[config.mk]
export PLATFORM = sky130hd
export DESIGN_NAME = stb_div
export DESIGN_NICKNAME = d
export VERILOG_FILES = /design/src/hdl/stb_pkg.sv /design/src/hdl/stb_div.sv
export SDC_FILE = /design/constraint.sdc
export NUM_CORES = 1
export LEC_CHECK = 0
export ABC_AREA = 1
export BUFFER_PORTS_ARGS = -buffer_cell sky130_fd_sc_hd__buf_4
export CAP_MARGIN = 20
export CORE_UTILIZATION = 50
export DETAILED_ROUTE_END_ITERATION = 7
export GPL_TIMING_DRIVEN = 0
export PLACE_DENSITY = 0.82
export SKIP_LAST_GASP = 1
export SLEW_MARGIN = 20
export SYNTH_ARGS = -nofsm -noshare
export SYNTH_HDL_FRONTEND = slang
export SYNTH_SLANG_ARGS = --single-unit
[constraint.sdc]
create_clock -name clk -period 4.3 [get_ports clk]
set_clock_uncertainty 0.05 [all_clocks]
set_input_delay 0.43 -clock clk [delete_from_list [all_inputs] [get_ports clk]]
set_output_delay 0.43 -clock clk [all_outputs]
set_load 0.005 [all_outputs]
[src/hdl/stb_pkg.sv]
package stb_pkg;

	// Default number of timer slots in the table.
	localparam int NUM_TIMERS_DEF = 16;

	// Slots that the four-bit slot field can reach; allocation searches only these.
	localparam int SLOT_W = 4;
	localparam int ADDR_SLOTS_MAX = 16;

	localparam int OPCODE_W = 4;
	localparam int DUR_W = 16;
	localparam int SCALE_W = 15;
	localparam int VAL_W = 32;
	localparam int TICK_W = 16;

	// Configuration port.
	localparam int PADDR_W = 3;
	localparam int PDATA_W = 32;
	localparam logic REG_TICK_PERIOD = 1'b0;
	localparam logic [TICK_W-1:0] TICK_PERIOD_RST = 16'd1;

	// Divider runs one quotient bit per cycle.
	localparam int DIV_STEPS = 32;
	localparam int DIV_CNT_W = $clog2(DIV_STEPS);

	typedef enum logic [OPCODE_W-1:0] {
		OP_TICK     = 4'd0,
		OP_START    = 4'd1,
		OP_RESTART  = 4'd2,
		OP_STOP     = 4'd3,
		OP_SUSPEND  = 4'd4,
		OP_RESUME   = 4'd5,
		OP_QUERY    = 4'd6,
		OP_ALLOCATE = 4'd7,
		OP_RELEASE  = 4'd8
	} op_t;

	typedef enum logic [3:0] {
		ST_IDLE,
		ST_DEC,
		ST_MUL,
		ST_RD,
		ST_LOAD,
		ST_QDIV,
		ST_DIVW,
		ST_TICK,
		ST_EXEC,
		ST_FIN
	} state_t;

	// One word of the timer memory.
	typedef struct packed {
		logic signed [VAL_W-1:0] count;
		logic signed [VAL_W-1:0] preset;
		logic signed [VAL_W-1:0] remain;
		logic [SCALE_W-1:0]      scale;
	} entry_t;

	// Per-slot status flags.
	typedef struct packed {
		logic in_use;
		logic run;
		logic pause;
		logic expired;
	} flags_t;

endpackage

[src/hdl/stb_div.sv]
module stb_div import stb_pkg::*; (
	input  logic                    clk,
	input  logic                    arst_n,
	input  logic                    start,
	input  logic signed [VAL_W-1:0] dividend,
	input  logic [SCALE_W-1:0]      divisor,
	output logic                    done,
	output logic signed [VAL_W-1:0] quotient
);

	// Restoring division of the magnitude, one bit per cycle; the sign is
	// applied at the end so the quotient truncates toward zero.
	logic                 busy_q;
	logic                 done_q;
	logic [DIV_CNT_W-1:0] cnt_q;
	logic                 neg_q;
	logic [VAL_W-1:0]     mag_q;
	logic [SCALE_W-1:0]   rem_q;
	logic [SCALE_W-1:0]   den_q;

	logic [SCALE_W:0] rem_sh;
	logic [SCALE_W:0] rem_nx;
	logic             ge;

	always_comb begin
		rem_sh = {rem_q, mag_q[VAL_W-1]};
		ge = rem_sh >= {1'b0, den_q};
		rem_nx = ge ? rem_sh - {1'b0, den_q} : rem_sh;
	end

	always_ff @(posedge clk or negedge arst_n) begin
		if (!arst_n) begin
			busy_q <= 1'b0;
			done_q <= 1'b0;
			cnt_q <= '0;
		end else begin
			done_q <= 1'b0;
			if (start) begin
				busy_q <= 1'b1;
				cnt_q <= '0;
			end else if (busy_q) begin
				cnt_q <= cnt_q + 1'b1;
				if (cnt_q == DIV_CNT_W'(DIV_STEPS - 1)) begin
					busy_q <= 1'b0;
					done_q <= 1'b1;
				end
			end
		end
	end

	always_ff @(posedge clk) begin
		if (start) begin
			neg_q <= dividend[VAL_W-1];
			mag_q <= dividend[VAL_W-1] ? $unsigned(-dividend) : $unsigned(dividend);
			rem_q <= '0;
			den_q <= divisor;
		end else if (busy_q) begin
			rem_q <= rem_nx[SCALE_W-1:0];
			mag_q <= {mag_q[VAL_W-2:0], ge};
		end
	end

	assign done = done_q;
	assign quotient = neg_q ? -$signed(mag_q) : $signed(mag_q);

endmodule

==> flow_summary.ini, run 1 <==
[run_status]
status = completed

[placed_design]
numPortBuffers = 82
place_congestion = 0.939
place_hpwl_mm = 11.5
placed_area_sq_um = 6520

[cts]
cts_buffers = 9
cts_root_buf = clkbuf_16
post_cts_buffers = 0
cts_tree = done
path_clk_slew_ps = 60
clk_latency_ps = 330
clk_path_buf_depth = 2
cts_sinks = 70
h-tree-depth = 3

[timing]
rsz0062_at_grt = no
report.final.slew_viol_count = 0
whs_ps = 218
worstMarginPinSlew_ps = 806
clock.fmax_mhz = 348
slew_headroom_pct = 46.2
post-route-period-util_pct = 66.8
setup_viol_count_final = 0
layout_min_cycle_time_ps = 2870
finalHoldViolations = 0
tns_ps = 0

[worst_setup_path]
worst-path-buf-inv = 2
crit_chain = inv_1, ha_1, nand4_1, nor2_2, nand2_1, nand2_1, o21ai_0, xor2_1, buf_4
crit_slowest_cell = edfxtp_1
cp_max_fo = 6
crit_type = flip-flop to primary output
critPathTopFamily = simple AND/OR/NAND/NOR gates
cp.required_ps = 3820
startpoint_type = flip-flop
cpMostUsedCell = nand2_1
crit_arrival_ps = 2390
end_kind = primary output
slowest_delay_ps = 400

[final_layout]
final_nets = 1006
syn_to_final_growth_pct = 19.2
design_area_sq_um = 6830
drive_gt1_share_pct = 14.3
multi_input_area_sq_um = 3240
seq_area_sq_um = 1920
antenna_cells = 0
num-fill-cells = 1004

[die]
die_w_um = 109
dieArea_sq_um = 11900
start_util_pct = 52.1
core_area_sq_um = 11000
ioPinCount = 83
row_count = 38
fp.dieH_um = 109

[drt]
wire_per_inst_um = 13.7
drt-total-wl_mm = 14.8
vias = 5674
ant_nets = 0
drc_errors = 0
firstDrtPassIters = 5
vias_per_cell = 5.25
dr.first_iter.drc_count = 368

[synthesis]
avgSynthCellArea_sq_um = 6.80
yosysUniqueCellTypes = 42
yosys_warnings = 0
netlist_instances = 842
seq_area_frac_synth_pct = 33.5
ys_seq_elements = 70
synth_area_sq_um = 5730
syn-num-nets = 912

[grt]
grt_usage_pct = 26.5
grt_pass1_wl_mm = 24.3
grt_pass1_vias = 5418
grt_antenna_before_repair = 0
grt-ovfl-total = 0
grt_max_degree = 39

[power_and_ir_drop]
powerDensity_nw_per_um2 = 431
ir_drop_mv = 0.237
leakage_nw = 3.37

[job]
cap_violations = 0

[min_path]
hold_path.class = input port to flip-flop
power breakdown:
part | total [mW] | leakage (nW) | switching, mW | internal (mW)
clock network | 0.749 | 0.146 | 0.298 | 0.451
logic | 1.27 | 2.50 | 0.751 | 0.524
registers | 0.915 | 0.722 | 0.0789 | 0.836
routing by layer:
layer	up-vias	global-route usage (%)	routed length [um]
met4	0	12.8	508
met5	-	0	0
met2	166	46.6	7280
li1	2883	-	-
met3	37	2.99	575
met1	2588	31.9	6450
synth_stat cells, drive strengths merged:
library cell | instances | area (sq um)
inv | 119 | 447
o21ai | 54 | 278
clkinv | 1 | 3.75
nand3 | 81 | 455
nand2 | 266 | 1030
nor2 | 108 | 442
ha | 19 | 238
o211ai | 2 | 15.0
dfxtp | 15 | 300
dfrtp | 7 | 175
buf | 9 | 80.1
a22o | 1 | 8.76
nand3b | 8 | 60.1
nand4 | 14 | 87.6
xnor2 | 12 | 105
nor4 | 1 | 6.26
xor2 | 37 | 324
clkbuf | 11 | 41.3
o32ai | 1 | 8.76
nor3 | 9 | 45.0
fa | 1 | 20.0
a31oi | 3 | 18.8
edfxtp | 48 | 1440
o31ai | 1 | 7.51
a21oi | 13 | 80.1
and2 | 1 | 6.26
path summary, 6_finish.rpt:
kind	endpoint	startpoint	slack [ps]	cells past startpoint
worst min register to register	rem_q[7]	rem_q[7]	430	2
worst max register to register	rem_q[10]	mag_q[31]	2020	14
worst min-delay path	den_q[2]	divisor[2]	220	1
worst max-delay path	quotient[12]	mag_q[0]	1430	9
min in group asynchronous	cnt_q[2]	arst_n	390	2
max in group asynchronous	cnt_q[4]	arst_n	3690	2
cells in the final DEF, fill, tap and decap left out, types with 9 or more instances in the layout:
cell,netlist,routed
clkbuf_1,11,11
ha_1,19,19
inv_1,118,117
dfxtp_1,15,15
a21oi_1,11,11
xor2_1,37,37
nand3_2,10,10
clkbuf_16,0,9
buf_4,1,83
xnor2_1,12,12
nand3_1,71,71
nor2_1,101,101
nand4_1,14,14
o21ai_0,44,44
edfxtp_1,48,48
nand2_1,260,260
nor3_1,9,9
per-stage QoR:
step                instances  utilization (%)  setup WS (ps)  total power, mW
global placement         1064             59.3           1830             2.15
finish                   1081             62.2           1430             2.94
CTS                      1081             62.2           1460             2.94
floorplan                 842                -           2330             1.81
detailed placement       1064             59.3           1830             2.18
global route             1081             62.2           1270             3.14
final cells by class:
cell class / count / share of cell area, %
Clock buffer: 9 / 3.30
Sequential cell: 70 / 28.1
Multi-Input combinational cell: 632 / 47.4
Tap cell: 140 / 2.57
Clock inverter: 7 / 1.08
Inverter: 120 / 6.60
Timing Repair Buffer: 83 / 9.16
Buffer: 20 / 1.78
flip-flops by register name (all words and copies together), names as in the netlist:
register / cells
busy_q: 1
done: 1
neg_q: 1
mag_q: 32
den_q: 15
rem_q: 15
cnt_q: 5
cell families after synthesis:
logic type / Yosys count / share of synthesized area, %
AND/OR/NAND/NOR: 488 / 37.3
buffers and inverters: 140 / 9.98
AO/OA/AOI/OAI: 75 / 7.28
flip-flops: 70 / 33.5
XOR/XNOR: 49 / 7.49
adder cells (fa/ha/maj): 20 / 4.50
timing repair:
item | in CTS | in global routing
hold endpoints to repair | 7 | 0
resized for setup | 0 | 0
hold buffers | 1 | 0
No activity file was read; power rests on OpenSTA's default activity.
==> inputs of run 2 (changes only) <==
--- a/config.mk
+++ b/config.mk
@@ -11,7 +11,7 @@
 export CORE_UTILIZATION = 50
 export DETAILED_ROUTE_END_ITERATION = 7
 export GPL_TIMING_DRIVEN = 0
-export PLACE_DENSITY = 0.82
+export PLACE_DENSITY = 0.85
 export SKIP_LAST_GASP = 1
 export SLEW_MARGIN = 20
 export SYNTH_ARGS = -nofsm -noshare
==> constraint.sdc (replaced) <==
create_clock -name clk -period 2.6 [get_ports clk]
set_clock_uncertainty 0.05 [all_clocks]
set_input_delay 0.26 -clock clk [delete_from_list [all_inputs] [get_ports clk]]
set_output_delay 0.26 -clock clk [all_outputs]
set_load 0.005 [all_outputs]
==> flow_summary.ini, run 2 (synthesis gave the netlist of run 1 again) <==
[worst_setup_path]
cp_max_fo = 3
crit_path_end = quotient[12]
cp.required_ps = 2290
crit_type = flip-flop to primary output
worst-path-stages = 9
slowest_delay_ps = 420
rr_startpoint = mag_q[31]
worst-path-buf-inv = 2
crit_chain = inv_2, ha_2, nand4_1, nor2_4, nand2_2, nand2_1, o21ai_0, xor2_1, buf_4
ff2ff_setup_slack_ps = 210
crit_slowest_cell = edfxtp_1
critPathTopFamily = simple AND/OR/NAND/NOR gates
rr_worst_depth = 14
end_kind = primary output
startpoint_type = flip-flop
crit_arrival_ps = 2200
reg2reg_to = rem_q[10]
critPathLaunch = mag_q[0]

[final_layout]
num-fill-cells = 962
largest_register = mag_q
syn_to_final_growth_pct = 20.1
final_cells = 1083
reg_top3 = mag_q (32), den_q (15), rem_q (15)
design_area_sq_um = 6880
final_common_cell = nand2_1
final_cell_mix = nand2_1 (259), inv_1 (115), nor2_1 (100)
drive_gt1_share_pct = 15.1
largest_register_ffs = 32
antenna_cells = 0
final_nets = 1008

[die]
ioPinCount = 83
start_util_pct = 52.1
row_count = 38
core_area_sq_um = 11000
fp.dieH_um = 109
dieArea_sq_um = 11900
die_w_um = 109

[timing]
layout_min_cycle_time_ps = 2510
worstMarginPinSlew_ps = 770
clock.fmax_mhz = 398
setup_viol_count_final = 0
finalHoldViolations = 0
post-route-period-util_pct = 96.7
tns_ps = 0
report.final.slew_viol_count = 0
slew_headroom_pct = 48.6

[job]
cap_violations = 0

[run_status]
status = completed

[placed_design]
place_hpwl_mm = 11.5
dpl.cell_count = 1064
placed_area_sq_um = 6520
numPortBuffers = 82
place_congestion = 0.946

[power_and_ir_drop]
ir_drop_mv = 0.431
switching_share_pct = 37.5
combPwrFrac_pct = 42.8
clkPwrFrac_pct = 26.6
leakage_nw = 3.38
powerDensity_nw_per_um2 = 719
p_total_mw = 4.95
p_sw_mw = 1.85
p_int_mw = 3.09
sequentialPowerShare_pct = 30.6

[cts]
clk_latency_ps = 340
cts_buffers = 9
cts_tree = done
cts_sinks = 70
cts_root_buf = clkbuf_16
clk_path_buf_depth = 2
path_clk_slew_ps = 60
h-tree-depth = 3

[drt]
firstDrtPassIters = 5
vias_per_cell = 5.27
drt-total-wl_mm = 14.7
wl_met2_mm = 7.23
wire_per_inst_um = 13.6
dr.max_layer_used = met4
vias = 5703
ant_nets = 0
wl_met3_um = 821
drc_errors = 0
dr.first_iter.drc_count = 418
met1_length_mm = 6.17

[grt]
grt_antenna_before_repair = 0
grt_max_degree = 39
grt_pass1_vias = 5252
grt-ovfl-total = 0
grt_pass1_wl_mm = 24.1
grt_usage_pct = 26.3

[min_path]
hold_path.class = input port to flip-flop
run 2: layout make-up:
cell class                      instances  area, sq um  share of cell area [%]
Timing Repair Buffer                   85          641                    9.32
Multi-Input combinational cell        632         3260                    47.4
Clock buffer                           10          229                    3.33
Clock inverter                          6         86.3                    1.26
Inverter                              120          450                    6.55
Tap cell                              140          175                    2.55
Sequential cell                        70         1920                    27.9
Buffer                                 20          121                    1.77
run 2: worst min path at each step:
stage | start | endpoint | depth (start not counted)
floorplan | arst_n | busy_q | 0
global route | divisor[4] | den_q[4] | 1
CTS | divisor[2] | den_q[2] | 1
detailed placement | arst_n | done | 1
global placement | arst_n | done | 1
finish | divisor[10] | den_q[10] | 1
run 2: through the flow:
stage / setup WS (ps) / hold slack (ps) / utilization [%]
floorplan: 634 / -85.6 / -
global placement: 315 / 25.6 / 59.3
detailed placement: 269 / 26.9 / 59.3
CTS: 38.6 / 35.3 / 62.5
global route: -25.5 / 34.7 / 62.6
finish: 85.0 / 47.0 / 62.6
run 2: metal layers:
metal / track usage, % / vias up
li1: - / 2876
met1: 31.7 / 2586
met2: 45.9 / 205
met3: 4.18 / 36
met4: 11.7 / 0
met5: 0 / -
run 2: power groups by stage:
stage / sequential, mW / combinational (mW) / clock (mW)
final: 1.52 / 2.12 / 1.31
after global routing: 1.54 / 2.36 / 1.37
after CTS: 1.51 / 2.10 / 1.33
after detailed placement: 1.53 / 2.08 / 0
after global placement: 1.52 / 2.03 / 0
after floorplan: 1.49 / 1.50 / 0
run 2: what timing repair did:
action	4_1_cts	5_1_grt
pin swaps	1	3
hold buffers	1	0
gates resized for setup	1	6
setup endpoints to repair	1	7
buffers inserted	2	0
gates cloned	0	0
hold endpoints to repair	7	0
